`config.mk`:
```
export PLATFORM = sky130hd
export DESIGN_NAME = tsoc_dp
export DESIGN_NICKNAME = d
export VERILOG_FILES = /design/src/design/tsoc_pkg.sv /design/src/design/tsoc_mul.sv /design/src/design/tsoc_dp.sv
export SDC_FILE = /design/constraint.sdc
export NUM_CORES = 2
export LEC_CHECK = 0
export ABC_AREA = 1
export BUFFER_PORTS_ARGS = -buffer_cell sky130_fd_sc_hd__buf_2
export CORE_MARGIN = 4
export CORE_UTILIZATION = 45
export DETAILED_ROUTE_END_ITERATION = 8
export GPL_TIMING_DRIVEN = 0
export PLACE_DENSITY = 0.71
export SYNTH_ARGS = -nofsm -noshare
export SYNTH_HDL_FRONTEND = slang
export SYNTH_SLANG_ARGS = --single-unit
```
`constraint.sdc`:
```
create_clock -name clk -period 17.85 [get_ports clk]
set_clock_uncertainty 0.05 [all_clocks]
set_input_delay 3.57 -clock clk [delete_from_list [all_inputs] [get_ports clk]]
set_output_delay 3.57 -clock clk [all_outputs]
set_load 0.02 [all_outputs]
```
`src/design/tsoc_pkg.sv`:
```
// Shared widths, codes and payload types for the trend sigma outlier check.
package tsoc_pkg;

    localparam int SAMPLE_W    = 24;
    localparam int SAMPLE_SQ_W = 2 * SAMPLE_W;
    localparam int COUNT_W     = 13;
    localparam int MAX_POINTS  = 4096;
    localparam int SUM_W       = 36;
    localparam int SQ_W        = 59;
    localparam int K_W         = 4;
    localparam int KSQ_W       = 2 * K_W;
    localparam int NY_W        = COUNT_W + 1 + SAMPLE_W;
    localparam int DMAG_W      = NY_W - 1;

    // Iterative multiplier: one DIGIT_W slice of the B operand per cycle.
    localparam int MUL_A_W     = 72;
    localparam int MUL_B_W     = 40;
    localparam int DIGIT_W     = 8;
    localparam int MUL_DIGITS  = MUL_B_W / DIGIT_W;
    localparam int MUL_CNT_W   = 3;
    localparam int PROD_W      = MUL_A_W + DIGIT_W;

    localparam logic [K_W-1:0] SIGMA_RESET = 4'd3;

    typedef logic [1:0] mul_op_t;
    localparam mul_op_t OP_DD = 2'd0;
    localparam mul_op_t OP_NQ = 2'd1;
    localparam mul_op_t OP_SS = 2'd2;
    localparam mul_op_t OP_VK = 2'd3;

    typedef struct packed {
        logic signed [SAMPLE_W-1:0] sample;
        logic                       is_last;
    } item_t;

    typedef struct packed {
        logic quality_bad;
        logic history_overflow;
    } result_t;

    typedef struct packed {
        logic    hist_en;
        logic    last_en;
        logic    ny_en;
        logic    d_en;
        logic    mul_start;
        mul_op_t mul_op;
        logic    var_en;
        logic    finish;
    } cmd_t;

    typedef struct packed {
        logic skip;
        logic mul_done;
    } status_t;

endpackage

```
`src/design/tsoc_mul.sv`:
```
// Iterative unsigned multiplier that consumes one digit of the B operand per cycle.
module tsoc_mul (
    input  logic                          clk,
    input  logic                          rst_n,
    input  logic                          start,
    input  logic [tsoc_pkg::MUL_A_W-1:0]  a,
    input  logic [tsoc_pkg::MUL_B_W-1:0]  b,
    output logic                          done,
    output logic [tsoc_pkg::PROD_W-1:0]   product
);

    logic [tsoc_pkg::MUL_A_W-1:0]   a_reg;
    logic [tsoc_pkg::MUL_B_W-1:0]   b_reg;
    logic [tsoc_pkg::PROD_W-1:0]    acc_reg;
    logic [tsoc_pkg::MUL_CNT_W-1:0] cnt_reg;
    logic [tsoc_pkg::MUL_CNT_W-1:0] cnt_next;
    logic                           done_reg;
    logic                           done_next;
    logic [tsoc_pkg::PROD_W-1:0]    partial;
    logic [tsoc_pkg::PROD_W-1:0]    acc_step;

    // Horner form: shift the running product up one digit and add the next row.
    always_comb
    begin
        partial  = a_reg * b_reg[tsoc_pkg::MUL_B_W-1 -: tsoc_pkg::DIGIT_W];
        acc_step = {acc_reg[tsoc_pkg::PROD_W-tsoc_pkg::DIGIT_W-1:0],
                    {tsoc_pkg::DIGIT_W{1'b0}}} + partial;
    end

    always_comb
    begin
        cnt_next  = cnt_reg;
        done_next = 1'b0;
        if (start)
        begin
            cnt_next = tsoc_pkg::MUL_CNT_W'(tsoc_pkg::MUL_DIGITS);
        end
        else if (cnt_reg != '0)
        begin
            cnt_next  = cnt_reg - 1'b1;
            done_next = (cnt_reg == tsoc_pkg::MUL_CNT_W'(1));
        end
    end

    always_ff @(posedge clk or negedge rst_n)
    begin
        if (!rst_n)
        begin
            cnt_reg  <= '0;
            done_reg <= 1'b0;
        end
        else
        begin
            cnt_reg  <= cnt_next;
            done_reg <= done_next;
        end
    end

    always_ff @(posedge clk)
    begin
        if (start)
        begin
            a_reg   <= a;
            b_reg   <= b;
            acc_reg <= '0;
        end
        else if (cnt_reg != '0)
        begin
            acc_reg <= acc_step;
            b_reg   <= b_reg << tsoc_pkg::DIGIT_W;
        end
    end

    assign done    = done_reg;
    assign product = acc_reg;

endmodule

```
`src/design/tsoc_dp.sv`:
```
// Datapath: history accumulators, the spread test arithmetic and the result register.
module tsoc_dp (
    input  logic                       clk,
    input  logic                       rst_n,
    input  tsoc_pkg::cmd_t             cmd,
    input  tsoc_pkg::item_t            item,
    input  logic                       cfg_we,
    input  logic [tsoc_pkg::K_W-1:0]   cfg_data,
    output tsoc_pkg::status_t          status,
    output logic                       result_valid,
    output tsoc_pkg::result_t          result
);

    logic [tsoc_pkg::COUNT_W-1:0]      count_reg;
    logic signed [tsoc_pkg::SUM_W-1:0] sum_reg;
    logic [tsoc_pkg::SQ_W-1:0]         sq_sum_reg;
    logic                              overflow_reg;
    logic [tsoc_pkg::SAMPLE_SQ_W-1:0]  sq_pend_reg;
    logic                              sq_pend_valid_reg;
    logic [tsoc_pkg::K_W-1:0]          sigma_reg;
    logic                              result_valid_reg;
    tsoc_pkg::result_t                 result_reg;

    logic signed [tsoc_pkg::SAMPLE_W-1:0] y_reg;
    logic                                 empty_reg;
    logic signed [tsoc_pkg::NY_W-1:0]     ny_reg;
    logic signed [tsoc_pkg::NY_W-1:0]     d_reg;
    logic [tsoc_pkg::PROD_W-1:0]          lhs_reg;
    logic [tsoc_pkg::PROD_W-1:0]          nq_reg;
    logic [tsoc_pkg::PROD_W-1:0]          ss_reg;
    logic [tsoc_pkg::PROD_W-1:0]          var_reg;

    logic signed [tsoc_pkg::SAMPLE_SQ_W-1:0] y_sq;
    logic                                    has_room;
    logic [tsoc_pkg::DMAG_W-1:0]             d_mag;
    logic [tsoc_pkg::SUM_W-1:0]              s_mag;
    logic [tsoc_pkg::KSQ_W-1:0]              k_sq;
    logic [tsoc_pkg::MUL_A_W-1:0]            mul_a;
    logic [tsoc_pkg::MUL_B_W-1:0]            mul_b;
    logic                                    mul_done;
    logic [tsoc_pkg::PROD_W-1:0]             mul_product;
    logic                                    d_neg;

    always_comb
    begin
        y_sq     = item.sample * item.sample;
        has_room = (count_reg < tsoc_pkg::COUNT_W'(tsoc_pkg::MAX_POINTS));
        d_neg    = d_reg[tsoc_pkg::NY_W-1];
        d_mag    = d_reg[tsoc_pkg::DMAG_W-1:0];
        s_mag    = sum_reg[tsoc_pkg::SUM_W-1] ? tsoc_pkg::SUM_W'(-sum_reg)
                                              : tsoc_pkg::SUM_W'(sum_reg);
        k_sq     = sigma_reg * sigma_reg;
    end

    always_comb
    begin
        case (cmd.mul_op)
            tsoc_pkg::OP_DD:
            begin
                mul_a = tsoc_pkg::MUL_A_W'(d_mag);
                mul_b = tsoc_pkg::MUL_B_W'(d_mag);
            end
            tsoc_pkg::OP_NQ:
            begin
                mul_a = tsoc_pkg::MUL_A_W'(sq_sum_reg);
                mul_b = tsoc_pkg::MUL_B_W'(count_reg);
            end
            tsoc_pkg::OP_SS:
            begin
                mul_a = tsoc_pkg::MUL_A_W'(s_mag);
                mul_b = tsoc_pkg::MUL_B_W'(s_mag);
            end
            default:
            begin
                mul_a = var_reg[tsoc_pkg::MUL_A_W-1:0];
                mul_b = tsoc_pkg::MUL_B_W'(k_sq);
            end
        endcase
    end

    tsoc_mul u_mul (
        .clk     (clk),
        .rst_n   (rst_n),
        .start   (cmd.mul_start),
        .a       (mul_a),
        .b       (mul_b),
        .done    (mul_done),
        .product (mul_product)
    );

    // Each history square is staged in sq_pend_reg, then added to sq_sum_reg.
    always_ff @(posedge clk or negedge rst_n)
    begin
        if (!rst_n)
        begin
            count_reg         <= '0;
            sum_reg           <= '0;
            sq_sum_reg        <= '0;
            overflow_reg      <= 1'b0;
            sq_pend_valid_reg <= 1'b0;
            sigma_reg         <= tsoc_pkg::SIGMA_RESET;
            result_valid_reg  <= 1'b0;
        end
        else
        begin
            result_valid_reg  <= cmd.finish;
            sq_pend_valid_reg <= cmd.hist_en && has_room;
            if (cfg_we)
            begin
                sigma_reg <= cfg_data;
            end
            if (cmd.finish)
            begin
                count_reg    <= '0;
                sum_reg      <= '0;
                sq_sum_reg   <= '0;
                overflow_reg <= 1'b0;
            end
            else
            begin
                if (sq_pend_valid_reg)
                begin
                    sq_sum_reg <= sq_sum_reg + tsoc_pkg::SQ_W'(sq_pend_reg);
                end
                if (cmd.hist_en)
                begin
                    if (has_room)
                    begin
                        count_reg <= count_reg + 1'b1;
                        sum_reg   <= sum_reg + tsoc_pkg::SUM_W'(item.sample);
                    end
                    else
                    begin
                        overflow_reg <= 1'b1;
                    end
                end
            end
        end
    end

    always_ff @(posedge clk)
    begin
        if (cmd.hist_en)
        begin
            sq_pend_reg <= tsoc_pkg::SAMPLE_SQ_W'(y_sq);
        end
        if (cmd.last_en)
        begin
            y_reg     <= item.sample;
            empty_reg <= (count_reg == '0);
        end
        if (cmd.ny_en)
        begin
            ny_reg <= $signed({1'b0, count_reg}) * y_reg;
        end
        if (cmd.d_en)
        begin
            d_reg <= ny_reg - tsoc_pkg::NY_W'(sum_reg);
        end
        if (mul_done)
        begin
            case (cmd.mul_op)
                tsoc_pkg::OP_DD: lhs_reg <= mul_product;
                tsoc_pkg::OP_NQ: nq_reg  <= mul_product;
                tsoc_pkg::OP_SS: ss_reg  <= mul_product;
                default:
                begin
                end
            endcase
        end
        if (cmd.var_en)
        begin
            var_reg <= (nq_reg >= ss_reg) ? (nq_reg - ss_reg) : '0;
        end
        if (cmd.finish)
        begin
            result_reg.quality_bad      <= empty_reg
                                           || (!d_neg && !(lhs_reg < mul_product));
            result_reg.history_overflow <= overflow_reg;
        end
    end

    assign status.skip     = empty_reg || d_neg;
    assign status.mul_done = mul_done;
    assign result_valid    = result_valid_reg;
    assign result          = result_reg;

endmodule

```
==> key figures <==
Critical path
  • Worst path required time: 18.25 ns
  • Reg2Reg Depth: 22
  • Critical Path Source Type: primary input
  • Crit path kind: in2reg
  • Crit end category: flip-flop
  • Crit Path Max Fanout: 18
  • Crit path DAT: 12.14 ns

Clock tree
  • Post-CTS sizing: 0
  • Clock-pin slew on the worst setup and hold paths: 0.06 ns
  • CTS tree: built
  • Post-CTS Setup Inserts: 0
  • H-tree Lvls: 3
  • Hold Buf Count CTS: 0
  • Clock sink count: 773
  • CTS buffer count: 83
  • Clk buf depth: 3
  • Clk Latency, worst-skew pair: 0.71 ns
  • CTS Root Cell: clkbuf_16

Final layout
  • Filler cell count in the final layout: 21.9k
  • Final #Nets: 15.1k
  • Area occupied by multi-input gates: 63700 µm²
  • Layout area overhead: 7.07%
  • Share of post-route cells with drive strength above 1: 0.0245
  • FF+latch area: 21800 µm²
  • Fin area: 106000 µm²

Floorplanning
  • Height of the die: 478 µm
  • Initial Utilization: 0.452
  • Die area: 228000 µm²
  • Io pins: 46
  • Chip width: 478 µm
  • Core area: 220000 µm²
  • FP Rows: 172

Timing
  • Final min period: 11.74 ns
  • Highest clock rate: 85.2 MHz
  • RSZ-0062 raised after global routing: false
  • Final setup viols: 0
  • Final Max Tran Viols: 0
  • Relative slew slack: 0.0731
  • Period utilisation layout: 0.658
  • Setup TNS Final: 0 ns
  • Worst Tran Pin Value: 1.39 ns
  • Final Hold Vio Count: 0

Routing
  • TritonRoute pass-1 iters: 9
  • Via-to-Cell Ratio: 5.34
  • Highest routed layer: met5
  • Drc violations: 0
  • Met2 wire len: 156000 µm
  • Routed Antenna Nets: 0
  • Metal1 wirelength: 143000 µm
  • Vias: 85.9k
  • Avg WL per Cell: 22.1 µm
  • Routed wl met3: 37500 µm
  • Initial drt markers: 9502
  • Total Wirelength: 356000 µm

Global route
  • Largest net degree at the start of global routing: 78
  • Initial antenna violation count: 24
  • Global-route wire length before repair: 528000 µm
  • GRT Util Overall: 0.308
  • Vias in the first global route: 84.6k
  • Grt ovf: 0

Logic synthesis
  • Cells after Synth: 12.9k
  • Mapped Nets: 14.9k
  • Synth cell types: 63
  • Sequential element share of the synthesized area: 0.220
  • Synthesized cell area: 99300 µm²
  • Most area-consuming cells after synthesis: fa_1, edfxtp_1, nand2_1
  • Mean Syn Cell Area: 7.70 µm²
  • Ys Warns: 0
  • Synth area leader: fa_1
  • Post-synth top flop: edfxtp_1
  • Synth top area share: 0.270
  • Number of synthesized flops with an enable pin: 574
  • Async set-reset flop share out of synthesis: 0.154
  • Register bit total from synthesis: 773

Place
  • RD Place Congestion: 1.05
  • Area after DPL: 104000 µm²
  • HPWL after detailed placement: 304000 µm
  • I/O Buffers: 44

Run status
  • Outcome: completed

Min path
  • WHS Path Cells: 0
  • Hold crit path type: reg2reg

Flow run
  • Max-Cap Viols: 0
## layout make-up
type                       count  share of cell area
clock inverter                40             0.00414
timing repair buffer          55             0.00453
antenna                       20            0.000471
tap                         2958              0.0348
multi-input combinational   8472               0.598
clock buffer                 114              0.0218
buffer                       340              0.0134
sequential                   773               0.205
inverter                    3323               0.117
## metal layers
layer,track usage,vias up
met5,0.000840,-
met4,0.143,18
met3,0.0668,833
met2,0.477,4327
met1,0.413,41500
li1,-,39300
## through the flow
step	util	cells	worst slack, ns	hold slack (ns)
after CTS	0.484	16100	6.32	0.449
after global routing	0.484	16100	5.85	0.451
after global placement	0.470	15900	5.55	0.435
after detailed placement	0.471	15900	5.56	0.435
after floorplan	-	12900	7.86	0.376
final	0.484	16100	6.11	0.449
## cells in the mapped netlist, drive strengths merged (80+ instances only)
| cell | instances |
|---|---|
| nand2 | 3465 |
| inv | 3319 |
| fa | 1342 |
| nor2 | 873 |
| ha | 622 |
| edfxtp | 574 |
| a21oi | 536 |
| o21ai | 500 |
| nand3 | 393 |
| clkbuf | 288 |
| xor2 | 150 |
| dfrtp | 117 |
| nand4 | 108 |
| dfxtp | 80 |
## final timing paths
check                                              to  slack [ns]                      startpoint
min                              nq_reg[29]$_DFFE_PP_        0.45  u_mul.product[29]$_SDFFE_PP0N_
min in group asynchronous     sum_reg[27]$_DFFE_PN0P_        2.78                           rst_n
max in group asynchronous  sq_sum_reg[45]$_DFFE_PN0P_       14.10                           rst_n
min reg2reg                      nq_reg[29]$_DFFE_PP_        0.45  u_mul.product[29]$_SDFFE_PP0N_
max reg2reg                      ny_reg[22]$_DFFE_PP_       10.20       count_reg[10]$_DFFE_PN0P_
max                         sq_pend_reg[47]$_DFFE_PP_        6.11                        item[24]
## cells in the final DEF (no fill, tap or decap), drive strengths merged, types with 108 or more instances in the layout
cell type  count
nand2       3465
clkbuf       402
nand3        393
nand4        108
a21oi        536
xor2         150
inv         3325
edfxtp       574
ha           622
fa          1342
o21ai        500
dfrtp        117
nor2         873
## kinds of logic after synthesis
group	Yosys count	share of synthesized area
AND/OR/NAND/NOR	4977	0.200
buffers and inverters	3663	0.140
adder cells (fa/ha/maj)	1964	0.349
AO/OA/AOI/OAI	1332	0.0745
flip-flops	773	0.220
XOR/XNOR	198	0.0175
multiplexers	1	0.000113
## critical path, cell delays in order
cell and delay (ns):
buf_2 0.58, clkbuf_1 0.63, clkbuf_1 0.57, nand2_1 0.11, inv_1 0.09, fa_1 0.49
inv_1 0.18, fa_1 0.63, fa_1 0.88, inv_1 0.34, fa_1 0.49, fa_1 0.55
inv_1 0.06, fa_1 0.53, inv_1 0.06, fa_1 0.51, ha_1 0.40, a21oi_1 0.23
o21ai_0 0.11, a21oi_1 0.14, o21ai_0 0.12, a21oi_1 0.18, nand3_1 0.38, nand3_1 0.21
nand2_1 0.07
Power is left out: the tool's default activity adds up to more than one toggle a clock period on the data nets, which glitch-free logic cannot reach.
