==> src/design/tsoc_pkg.sv <==
// Shared widths, codes and payload types for the trend sigma outlier check.
package tsoc_pkg;

    localparam int SAMPLE_W    = 24;
    localparam int SAMPLE_SQ_W = 2 * SAMPLE_W;
    localparam int COUNT_W     = 13;
    localparam int MAX_POINTS  = 4096;
    localparam int SUM_W       = 36;
    localparam int SQ_W        = 59;
    localparam int K_W         = 4;
    localparam int KSQ_W       = 2 * K_W;
    localparam int NY_W        = COUNT_W + 1 + SAMPLE_W;
    localparam int DMAG_W      = NY_W - 1;

    // Iterative multiplier: one DIGIT_W slice of the B operand per cycle.
    localparam int MUL_A_W     = 72;
    localparam int MUL_B_W     = 40;
    localparam int DIGIT_W     = 8;
    localparam int MUL_DIGITS  = MUL_B_W / DIGIT_W;
    localparam int MUL_CNT_W   = 3;
    localparam int PROD_W      = MUL_A_W + DIGIT_W;

    localparam logic [K_W-1:0] SIGMA_RESET = 4'd3;

    typedef logic [1:0] mul_op_t;
    localparam mul_op_t OP_DD = 2'd0;
    localparam mul_op_t OP_NQ = 2'd1;
    localparam mul_op_t OP_SS = 2'd2;
    localparam mul_op_t OP_VK = 2'd3;

    typedef struct packed {
        logic signed [SAMPLE_W-1:0] sample;
        logic                       is_last;
    } item_t;

    typedef struct packed {
        logic quality_bad;
        logic history_overflow;
    } result_t;

    typedef struct packed {
        logic    hist_en;
        logic    last_en;
        logic    ny_en;
        logic    d_en;
        logic    mul_start;
        mul_op_t mul_op;
        logic    var_en;
        logic    finish;
    } cmd_t;

    typedef struct packed {
        logic skip;
        logic mul_done;
    } status_t;

endpackage

==> src/design/tsoc_ctrl.sv <==
// Sequencing state machine for history updates and the end-of-series test.
module tsoc_ctrl (
    input  logic              clk,
    input  logic              rst_n,
    input  logic              start,
    input  logic              is_last,
    input  tsoc_pkg::status_t status,
    output tsoc_pkg::cmd_t    cmd,
    output logic              busy
);

    localparam logic [3:0] ST_IDLE   = 4'd0;
    localparam logic [3:0] ST_NY     = 4'd1;
    localparam logic [3:0] ST_DIFF   = 4'd2;
    localparam logic [3:0] ST_CHECK  = 4'd3;
    localparam logic [3:0] ST_DD_GO  = 4'd4;
    localparam logic [3:0] ST_DD_RUN = 4'd5;
    localparam logic [3:0] ST_NQ_GO  = 4'd6;
    localparam logic [3:0] ST_NQ_RUN = 4'd7;
    localparam logic [3:0] ST_SS_GO  = 4'd8;
    localparam logic [3:0] ST_SS_RUN = 4'd9;
    localparam logic [3:0] ST_VAR    = 4'd10;
    localparam logic [3:0] ST_VK_GO  = 4'd11;
    localparam logic [3:0] ST_VK_RUN = 4'd12;
    localparam logic [3:0] ST_DONE   = 4'd13;

    logic [3:0] state_reg;
    logic [3:0] state_next;

    always_comb
    begin
        state_next = state_reg;
        cmd        = '0;
        cmd.mul_op = tsoc_pkg::OP_DD;
        case (state_reg)
            ST_IDLE:
            begin
                if (start)
                begin
                    if (is_last)
                    begin
                        cmd.last_en = 1'b1;
                        state_next  = ST_NY;
                    end
                    else
                    begin
                        cmd.hist_en = 1'b1;
                    end
                end
            end
            ST_NY:
            begin
                cmd.ny_en  = 1'b1;
                state_next = ST_DIFF;
            end
            ST_DIFF:
            begin
                cmd.d_en   = 1'b1;
                state_next = ST_CHECK;
            end
            ST_CHECK:
            begin
                state_next = status.skip ? ST_DONE : ST_DD_GO;
            end
            ST_DD_GO:
            begin
                cmd.mul_start = 1'b1;
                state_next    = ST_DD_RUN;
            end
            ST_DD_RUN:
            begin
                if (status.mul_done)
                begin
                    state_next = ST_NQ_GO;
                end
            end
            ST_NQ_GO:
            begin
                cmd.mul_start = 1'b1;
                cmd.mul_op    = tsoc_pkg::OP_NQ;
                state_next    = ST_NQ_RUN;
            end
            ST_NQ_RUN:
            begin
                cmd.mul_op = tsoc_pkg::OP_NQ;
                if (status.mul_done)
                begin
                    state_next = ST_SS_GO;
                end
            end
            ST_SS_GO:
            begin
                cmd.mul_start = 1'b1;
                cmd.mul_op    = tsoc_pkg::OP_SS;
                state_next    = ST_SS_RUN;
            end
            ST_SS_RUN:
            begin
                cmd.mul_op = tsoc_pkg::OP_SS;
                if (status.mul_done)
                begin
                    state_next = ST_VAR;
                end
            end
            ST_VAR:
            begin
                cmd.var_en = 1'b1;
                state_next = ST_VK_GO;
            end
            ST_VK_GO:
            begin
                cmd.mul_start = 1'b1;
                cmd.mul_op    = tsoc_pkg::OP_VK;
                state_next    = ST_VK_RUN;
            end
            ST_VK_RUN:
            begin
                cmd.mul_op = tsoc_pkg::OP_VK;
                if (status.mul_done)
                begin
                    state_next = ST_DONE;
                end
            end
            ST_DONE:
            begin
                cmd.finish = 1'b1;
                state_next = ST_IDLE;
            end
            default:
            begin
                state_next = ST_IDLE;
            end
        endcase
    end

    always_ff @(posedge clk or negedge rst_n)
    begin
        if (!rst_n)
        begin
            state_reg <= ST_IDLE;
        end
        else
        begin
            state_reg <= state_next;
        end
    end

    assign busy = (state_reg != ST_IDLE);

endmodule

==> config.mk <==
export PLATFORM = sky130hd
export DESIGN_NAME = tsoc_ctrl
export DESIGN_NICKNAME = d
export VERILOG_FILES = /design/src/design/tsoc_pkg.sv /design/src/design/tsoc_ctrl.sv
export SDC_FILE = /design/constraint.sdc
export NUM_CORES = 1
export LEC_CHECK = 0
export BUFFER_PORTS_ARGS = -buffer_cell sky130_fd_sc_hd__buf_2
export CAP_MARGIN = 10
export CORE_AREA = 2 2 39 41
export DETAILED_ROUTE_END_ITERATION = 10
export DIE_AREA = 0 0 41 43
export SLEW_MARGIN = 20
export SYNTH_ARGS = -nofsm -noshare
export SYNTH_HDL_FRONTEND = slang
export SYNTH_SLANG_ARGS = --single-unit
==> constraint.sdc <==
create_clock -name clk -period 2.9 [get_ports clk]
set_clock_uncertainty 0.1 [all_clocks]
set_input_delay 0.435 -clock clk [delete_from_list [all_inputs] [get_ports clk]]
set_output_delay 0.435 -clock clk [all_outputs]
set_load 0.01 [all_outputs]
==> results of run 1 <==
synth_stat cells (all sizes together):
cell    n  area share (%)
nand2b  1             1.5
o21ai   7             8.7
a21oi   5             6.2
and3    2             3.1
a32o    2             5.3
dfrtp   4              25
nor3    2             2.5
clkbuf  2             6.8
or2b    1             2.2
nor4    3             7.7
nor2    6             5.6
xor2    2             4.3
buf     2             4.0
a21o    1             2.2
a22oi   1             1.9
nand3b  1             1.9
nand2   7             6.5
inv     3             2.8
a32oi   1             2.2
per-layer routing:
layer  part of all wire [%]  wire length (um)
met5                      0                 0
met1                     46               402
met2                     48               417
met4                    2.5                22
met3                    3.7                32
cell type report:
cell class | instances | area [um2]
Clock buffer | 3 | 22.5
Fill cell | 157 | 896
Inverter | 3 | 11.3
Multi-Input combinational cell | 42 | 249
Sequential cell | 4 | 100
Tap cell | 16 | 20.0
Timing Repair Buffer | 16 | 85.1
report_power, final:
part / leakage (nW) / total (mW) / internal, mW / switching (mW)
Combinational: 0.181 / 0.262 / 0.125 / 0.138
Clock: 0.0138 / 0.0701 / 0.0463 / 0.0238
Sequential: 0.0472 / 0.171 / 0.0820 / 0.0888
logic make-up after synthesis:
kind of cell    count (synthesis)  synth area share [%]
compound gates                 17                  26.3
xor+xnor                        2                  4.34
buf+inv                         7                  13.6
flops                           4                  24.8
simple gates                   23                  31.0
worst paths after layout:
| path | from | end | slack [ps] |
|---|---|---|---|
| max in group asynchronous | rst_n | state_reg[1] | 2160 |
| worst min register to register | state_reg[3] | state_reg[1] | 660 |
| worst min-delay path | rst_n | state_reg[0] | 420 |
| min in group clk | status[1] | state_reg[3] | 440 |
| worst max register to register | state_reg[2] | state_reg[0] | 1320 |
| worst max-delay path | state_reg[1] | cmd[7] | 830 |
metrics by stage:
step,area [um2],utilization [%]
2_1_floorplan,404,-
3_3_place_gp,455,32.9
3_5_place_dp,455,32.9
4_1_cts,488,35.3
5_1_grt,488,35.3
6_report,488,35.3
worst register-to-register path: stages (launching register included):
cell	delay [ps]
dfrtp_1	520
xor2_1	200
a32o_2	300
nor4_2	270
a21oi_1	70
==> reports/metrics.csv, run 1 <==
stage;metric;value;unit
timing;hold_violations;0;
clock_network;cts_tree;yes;
finish;syn2layout_area_growth;20.7;%
routing;dr_total_vias;428;
clock_network;cts-root-buf;clkbuf_4;
clock_network;htreeDepth;1;
finish;fin_nets;76;
global_routing;track_usage;13.0;%
placement;dp_cells;80;
die;rows;14;
global_routing;grt_overflow;0;
placement;gp_congestion;0.741;
timing;setup_viol;0;
finish;final_common_cell;buf_2;
timing;finalWorstSetupSlack;832;ps
logic_synthesis;synth_cell_types;24;
critical_path;start_kind;register;
logic_synthesis;avgSynthCellArea;7.63;um2
pwr;power.total;503;uW
logic_synthesis;yosysSeqAreaShare;24.8;%
global_routing;grt_pass1_vias;369;
timing;maxSlewViolCount;0;
finish;layout.cells.non_filler;84;
timing;relSlewSlack;71.1;%
run;drv_cap;0;
pwr;worst_ir_drop_vdd;0.000327;V
finish;n_antenna_cell;0;
finish;layout_common_cells;buf_2, nand2_1, nor2_1, o21ai_0, a21oi_1;
placement;preCtsSetupSlack;1070;ps
critical_path;cpLargestDelayFamily;simple AND/OR/NAND/NOR gates;
clock_network;cts_sinks;4;
die;core;0.00138;mm2
die;start_util;29.2;%
critical_path;crit_buf_inv;1;
die;die_y;43;um
clock_network;clk_latency;240;ps
global_routing;grt.busiest_layer;met2;
pwr;p_leak;0.242;nW
logic_synthesis;syn_area;404;um2
logic_synthesis;synth_warnings;0;
critical_path;worst-path-stages;3;
timing;fmax;0.484;GHz
critical_path;crit_slowest_cell;dfrtp_1;
placement;port_buffers;15;
critical_path;end_kind;output pin;
clock_network;postCtsSetupRepairBufs;0;
routing;wirelength;874;um
global_routing;grt_pass1_wl;1540;um
global_routing;met2_usage;18.1;%
die;dieArea;0.00176;mm2
finish;drive_gt1_share;35.3;%
critical_path;crit_required;2370;ps
critical_path;path_cells;nor4_2, and3_1, buf_2;
timing;period_minus_slack;2070;ps
critical_path;crit_fanout;14;
finish;largest_register_ffs;4;
logic_synthesis;ys_ff_latch;4;
clock_network;cts.clk_slew.worst_paths;40;ps
clock_network;cts_hold_buf;1;
clock_network;cts_buffers;3;
min_path;hold_path_class;primary input to async pin;
logic_synthesis;synth_nets;59;
outcome;status;finished clean;
routing;vias_per_cell;5.10;
clock_network;cts_buffer_depth;2;
clock_network;ctsResizeCount;0;
routing;ant_nets;0;
routing;firstDrtPassIters;4;
pwr;powerDensity;1030;mW/mm2
timing;whs;423;ps
die;die_w;41;um
timing;post-route-period-util;71.3;%
critical_path;rr_worst_depth;4;
critical_path;worstPathArrival;1530;ps
routing;drc;0;
routing;drt_iter0_drc;5;
logic_synthesis;syn_inst;53;
global_routing;met1_usage;17.2;%
global_routing;grt_util_met3;1.57;%
timing;fin_tns_setup;0;ps
critical_path;critPathMaxStageDelay;520;ps
routing;post_drt_wl_per_cell;10.4;um
critical_path;crit_type;register to output pin;
global_routing;grt_max_degree;16;
die;io_pins;16;
timing;grt_setup_unrepaired;no;
timing;worst_pin_slew;433;ps
global_routing;antenna_found_initial;0;
Power figures use the tool's default switching activity.
==> run 2, diff against run 1 <==
Clock period 2.9 ns to 1.87 ns, I/O delays scaled along.
==> reports/metrics.csv, run 2 (synthesis results as in run 1) <==
stage;metric;value;unit
outcome;status;finished clean;
min_path;hold_path_class;primary input to async pin;
critical_path;worstReg2RegStart;state_reg[2];
die;die_y;43;um
finish;seqCellArea;104;um2
placement;port_buffers;15;
die;start_util;29.2;%
run;drv_cap;0;
placement;hpwl;627;um
die;io_pins;16;
finish;utilization;40.5;%
critical_path;critPathMostFrequentCell;o21ai_0;
pwr;worst_ir_drop_vdd;0.000694;V
finish;largest_register_ffs;4;
critical_path;crit_fanout;9;
timing;worst_pin_slew;281;ps
clock_network;htreeDepth;1;
finish;fillers;149;
critical_path;crit_required;1490;ps
placement;placed_area;463;um2
pwr;p_leak;0.279;nW
critical_path;start_kind;register;
finish;final_common_cell;buf_2;
critical_path;crit_type;register to output pin;
timing;finalWorstSetupSlack;118;ps
finish;drive_gt1_share;46.1;%
routing;ant_nets;0;
clock_network;cts_buffer_depth;2;
timing;maxSlewViolCount;0;
finish;n_antenna_cell;0;
finish;stdcell_area;561;um2
timing;grt_setup_unrepaired;no;
global_routing;track_usage;11.1;%
global_routing;grt_max_degree;16;
routing;drc;0;
critical_path;crit_slowest_cell;dfrtp_2;
clock_network;cts_tree;yes;
critical_path;path_cells;or2b_2, o21ai_0, nand2_1, o21ai_0, buf_2;
clock_network;cts_buffers;3;
clock_network;cts.clk_slew.worst_paths;40;ps
critical_path;startpoint;state_reg[3];
pwr;power.total;904;uW
placement;dp_cells;81;
clock_network;clk_latency;230;ps
placement;gp_congestion;0.815;
global_routing;grt_pass1_vias;346;
global_routing;grt_pass1_wl;1350;um
placement;preCtsSetupSlack;214;ps
critical_path;crit_buf_inv;1;
timing;period_minus_slack;1750;ps
timing;whs;284;ps
die;core;0.00138;mm2
timing;relSlewSlack;81.1;%
routing;post_drt_wl_per_cell;9.79;um
routing;drt_iter0_drc;7;
finish;multi_input_area;258;um2
pwr;powerDensity;1610;mW/mm2
finish;fin_nets;84;
die;rows;14;
critical_path;critPathMaxStageDelay;470;ps
finish;syn2layout_area_growth;38.7;%
timing;fmax;0.571;GHz
die;dieArea;0.00176;mm2
routing;vias_per_cell;4.96;
timing;post-route-period-util;93.7;%
critical_path;end_kind;output pin;
global_routing;antenna_found_initial;0;
global_routing;grt_overflow;0;
timing;setup_viol;0;
routing;firstDrtPassIters;4;
timing;fin_tns_setup;0;ps
routing;dr_total_vias;456;
finish;layout_common_cells;buf_2, buf_4, nand2_1;
finish;layout.cells.non_filler;92;
critical_path;worstPathArrival;1370;ps
critical_path;cpLargestDelayFamily;flip-flops;
timing;hold_violations;0;
die;die_w;41;um
clock_network;cts-root-buf;clkbuf_4;
routing;wirelength;901;um
clock_network;cts_sinks;4;
## run 2: changes by cell type in the layout (fill, tap and decap cells not counted)
cell | previous run | this run
buf_4 | 0 | 8
nor4_4 | 0 | 1
dfrtp_1 | 4 | 1
nor4_2 | 2 | 1
dfrtp_2 | 0 | 3
## run 2: worst register-to-register path: stages, from the launching register on
cell,delay [ps]
dfrtp_2,440
buf_4,150
xor2_1,130
a32o_2,280
nor4_2,250
a21oi_1,60
## run 2: power by group
part | leakage (nW) | switching (mW) | total (mW) | internal (mW)
Clock | 0.0138 | 0.0303 | 0.102 | 0.0715
Combinational | 0.221 | 0.297 | 0.580 | 0.283
Sequential | 0.0442 | 0.0874 | 0.222 | 0.135
Total | 0.279 | 0.414 | 0.904 | 0.489
## run 2: final timing paths
check	endpoint	slack (ps)	cells after the start
min in group clk	state_reg[3]	300	3
max in group asynchronous	state_reg[2]	1260	2
worst min register to register	state_reg[2]	490	1
worst min-delay path	state_reg[3]	280	2
worst max-delay path	cmd[4]	120	5
worst max register to register	state_reg[0]	320	5
## run 2: routing by layer
metal	track usage (%)	part of all wire [%]
met1	14.6	47
met2	15.6	50
met3	1.57	3.0
met4	8.00	0
met5	0	0
## run 2: final cells by class
type / instances / share of cell area [%]
timing repair buffer: 24 / 25.9
multi-input combinational: 42 / 46.0
sequential: 4 / 18.5
inverter: 3 / 2.01
tap: 16 / 3.57
clock buffer: 3 / 4.02
## run 2: what timing repair did
| action | in CTS | in global routing |
|---|---|---|
| setup buffers | 0 | 7 |
| gates resized for setup | 1 | 3 |
| setup endpoints to repair | 2 | 6 |
| cloned | 0 | 0 |
| hold endpoints to repair | 4 | 0 |
| hold buffers | 1 | 0 |
==> run 3, diff against run 2 <==
Settings changed: ABC_AREA set to 1, BUFFER_PORTS_ARGS -buffer_cell sky130_fd_sc_hd__buf_2 to not set, DONT_BUFFER_PORTS set to 1.
==> reports/metrics.csv, run 3 <==
stage;metric;value;unit
critical_path;worstReg2RegStart;state_reg[0];
critical_path;crit_path_end;cmd[8];
timing;period_minus_slack;1800;ps
logic_synthesis;synth_enable_flop_cells;0;
timing;finalWorstSetupSlack;70.5;ps
logic_synthesis;yosysTopAreaCell;dfrtp_1;
pwr;power.total;904;uW
global_routing;antenna_found_initial;0;
critical_path;startpoint;state_reg[0];
die;start_util;33.0;%
routing;ant_nets;0;
critical_path;crit_type;register to output pin;
die;core;0.00138;mm2
global_routing;grt_pass1_vias;398;
global_routing;grt_overflow;0;
die;io_pins;16;
placement;gp_congestion;0.856;
clock_network;cts_sinks;4;
critical_path;end_kind;output pin;
logic_synthesis;syn_inst;71;
pwr;p_leak;0.270;nW
logic_synthesis;yosysSeqAreaShare;21.9;%
logic_synthesis;syn_area;457;um2
logic_synthesis;synth_nets;77;
outcome;status;finished clean;
finish;drive_gt1_share;26.0;%
logic_synthesis;synth_mux_area_share;0;%
critical_path;crit_required;1490;ps
finish;n_antenna_cell;0;
clock_network;htreeDepth;1;
critical_path;cpLargestDelayFamily;simple AND/OR/NAND/NOR gates;
placement;port_buffers;0;
routing;vias_per_cell;4.98;
pwr;powerDensity;1810;mW/mm2
routing;post_drt_wl_per_cell;11.0;um
finish;fin_nets;81;
logic_synthesis;synthFlopType;dfrtp_1;
clock_network;cts_buffers;3;
routing;firstDrtPassIters;4;
die;die_y;43;um
clock_network;postCtsSetupRepairBufs;0;
logic_synthesis;ys_ff_latch;4;
global_routing;grt_pass1_wl;1500;um
critical_path;path_cells;nor2_4, nand2_1, nor3_1;
logic_synthesis;synth_most_common_cell;nand2_1;
logic_synthesis;synth_compound_area_share;12.9;%
run;drv_cap;0;
routing;drt_iter0_drc;10;
routing;wirelength;976;um
global_routing;grt_max_degree;10;
critical_path;worstPathArrival;1420;ps
clock_network;cts-root-buf;clkbuf_4;
critical_path;crit_fanout;9;
placement;preCtsSetupSlack;312;ps
min_path;hold_path_class;primary input to register;
critical_path;worst-path-stages;3;
logic_synthesis;synth_cell_types;20;
die;dieArea;0.00176;mm2
timing;setup_viol;0;
finish;largest_register_ffs;4;
timing;grt_setup_unrepaired;no;
finish;utilization;36.2;%
logic_synthesis;synth_common_cells;nand2_1, inv_1, nand3_1, nor2_1;
critical_path;critPathMaxStageDelay;490;ps
timing;worst_pin_slew;363;ps
die;rows;14;
routing;drc;0;
critical_path;reg2reg_setup_slack;410;ps
logic_synthesis;async_flop_share;100;%
logic_synthesis;synth_top_family_by_area;simple AND/OR/NAND/NOR gates;
logic_synthesis;yosys-top-cells-area;dfrtp_1, nand2_1, inv_1, nand2_2, nand3_1;
clock_network;clk_latency;230;ps
finish;final_common_cell;nand2_1;
timing;maxSlewViolCount;0;
timing;hold_violations;0;
timing;fin_tns_setup;0;ps
finish;syn2layout_area_growth;9.59;%
critical_path;crit_slowest_cell;dfrtp_1;
die;die_w;41;um
clock_network;cts_tree;yes;
critical_path;start_kind;register;
logic_synthesis;avgSynthCellArea;6.43;um2
timing;fmax;0.556;GHz
pwr;worst_ir_drop_vdd;0.000557;V
logic_synthesis;synth-simple-area-share;47.7;%
routing;dr_total_vias;443;
finish;layout_common_cells;nand2_1, inv_1, nor2_1, nand3_1;
critical_path;r2r_end;state_reg[3];
clock_network;cts.clk_slew.worst_paths;40;ps
logic_synthesis;synth_warnings;0;
global_routing;track_usage;12.9;%
logic_synthesis;synthAdderAreaFrac;0;%
timing;relSlewSlack;75.5;%
logic_synthesis;synth_xor_area_share;1.92;%
timing;post-route-period-util;96.2;%
critical_path;rr_worst_depth;6;
logic_synthesis;yosysTopAreaCellShare;21.9;%
placement;hpwl;836;um
critical_path;crit_buf_inv;0;
clock_network;cts_buffer_depth;2;
-- run 3: cell types whose count changed after synthesis, moves of 4 or more --
| cell | before | now |
|---|---|---|
| inv_1 | 2 | 12 |
| nand2_1 | 7 | 14 |
| nand2_2 | 0 | 4 |
| nand3_1 | 0 | 5 |
| o21ai_0 | 6 | 2 |
-- run 3: routing by layer --
layer  track usage [%]  part of all wire, %  vias up
met5                 0                    0        -
met4              10.7                    0        0
met3              2.09                  8.3        0
met2              18.4                   46       20
met1              15.9                   46      192
li1                  -                    -      231
-- run 3: metrics by stage --
stage                     cells  cell area (um2)  hold slack (ps)
after CTS                    89              494              116
after global routing         89              500              140
after global placement       85              462             -115
after detailed placement     85              462             -115
after floorplan              71              457             -115
final                        89              500              115
-- run 3: logic make-up (layout without fill, tap and decap cells) --
family	Yosys count	count (layout)
buffers and inverters	17	19
and+or+nand+nor	39	39
DFF	4	4
xor gates and xnor gates	1	1
AOI/OAI and AO/OA	10	10
-- run 3: power by group --
| group | switching, mW | internal [mW] | total, mW |
|---|---|---|---|
| Combinational | 0.369 | 0.197 | 0.567 |
| Sequential | 0.0998 | 0.135 | 0.235 |
| Clock | 0.0308 | 0.0715 | 0.102 |
-- run 3: tightest hold or removal path, cell delays in order --
cell and delay, ps:
a21oi_1 20, inv_1 40, nand2_1 50
-- run 3: repair_timing --
| action | 4_1_cts | 5_1_grt |
|---|---|---|
| endpoints found under the hold margin | 4 | 0 |
| resized for setup | 0 | 2 |
| hold buffers | 1 | 0 |
| setup endpoints to repair | 0 | 3 |
-- run 3: worst min path at each step --
stage,from,to,cells after the start
final,status[0],state_reg[3],3
after global routing,status[0],state_reg[3],3
after CTS,status[0],state_reg[3],3
after detailed placement,rst_n,state_reg[2],0
after global placement,rst_n,state_reg[2],0
after floorplan,rst_n,state_reg[0],0
-- run 3: cell type report --
cell class	count	area, um2
Sequential cell	4	101
Inverter	15	56.3
Tap cell	16	20.0
Timing Repair Buffer	1	10.0
Clock buffer	3	22.5
Multi-Input combinational cell	50	290
Fill cell	145	883
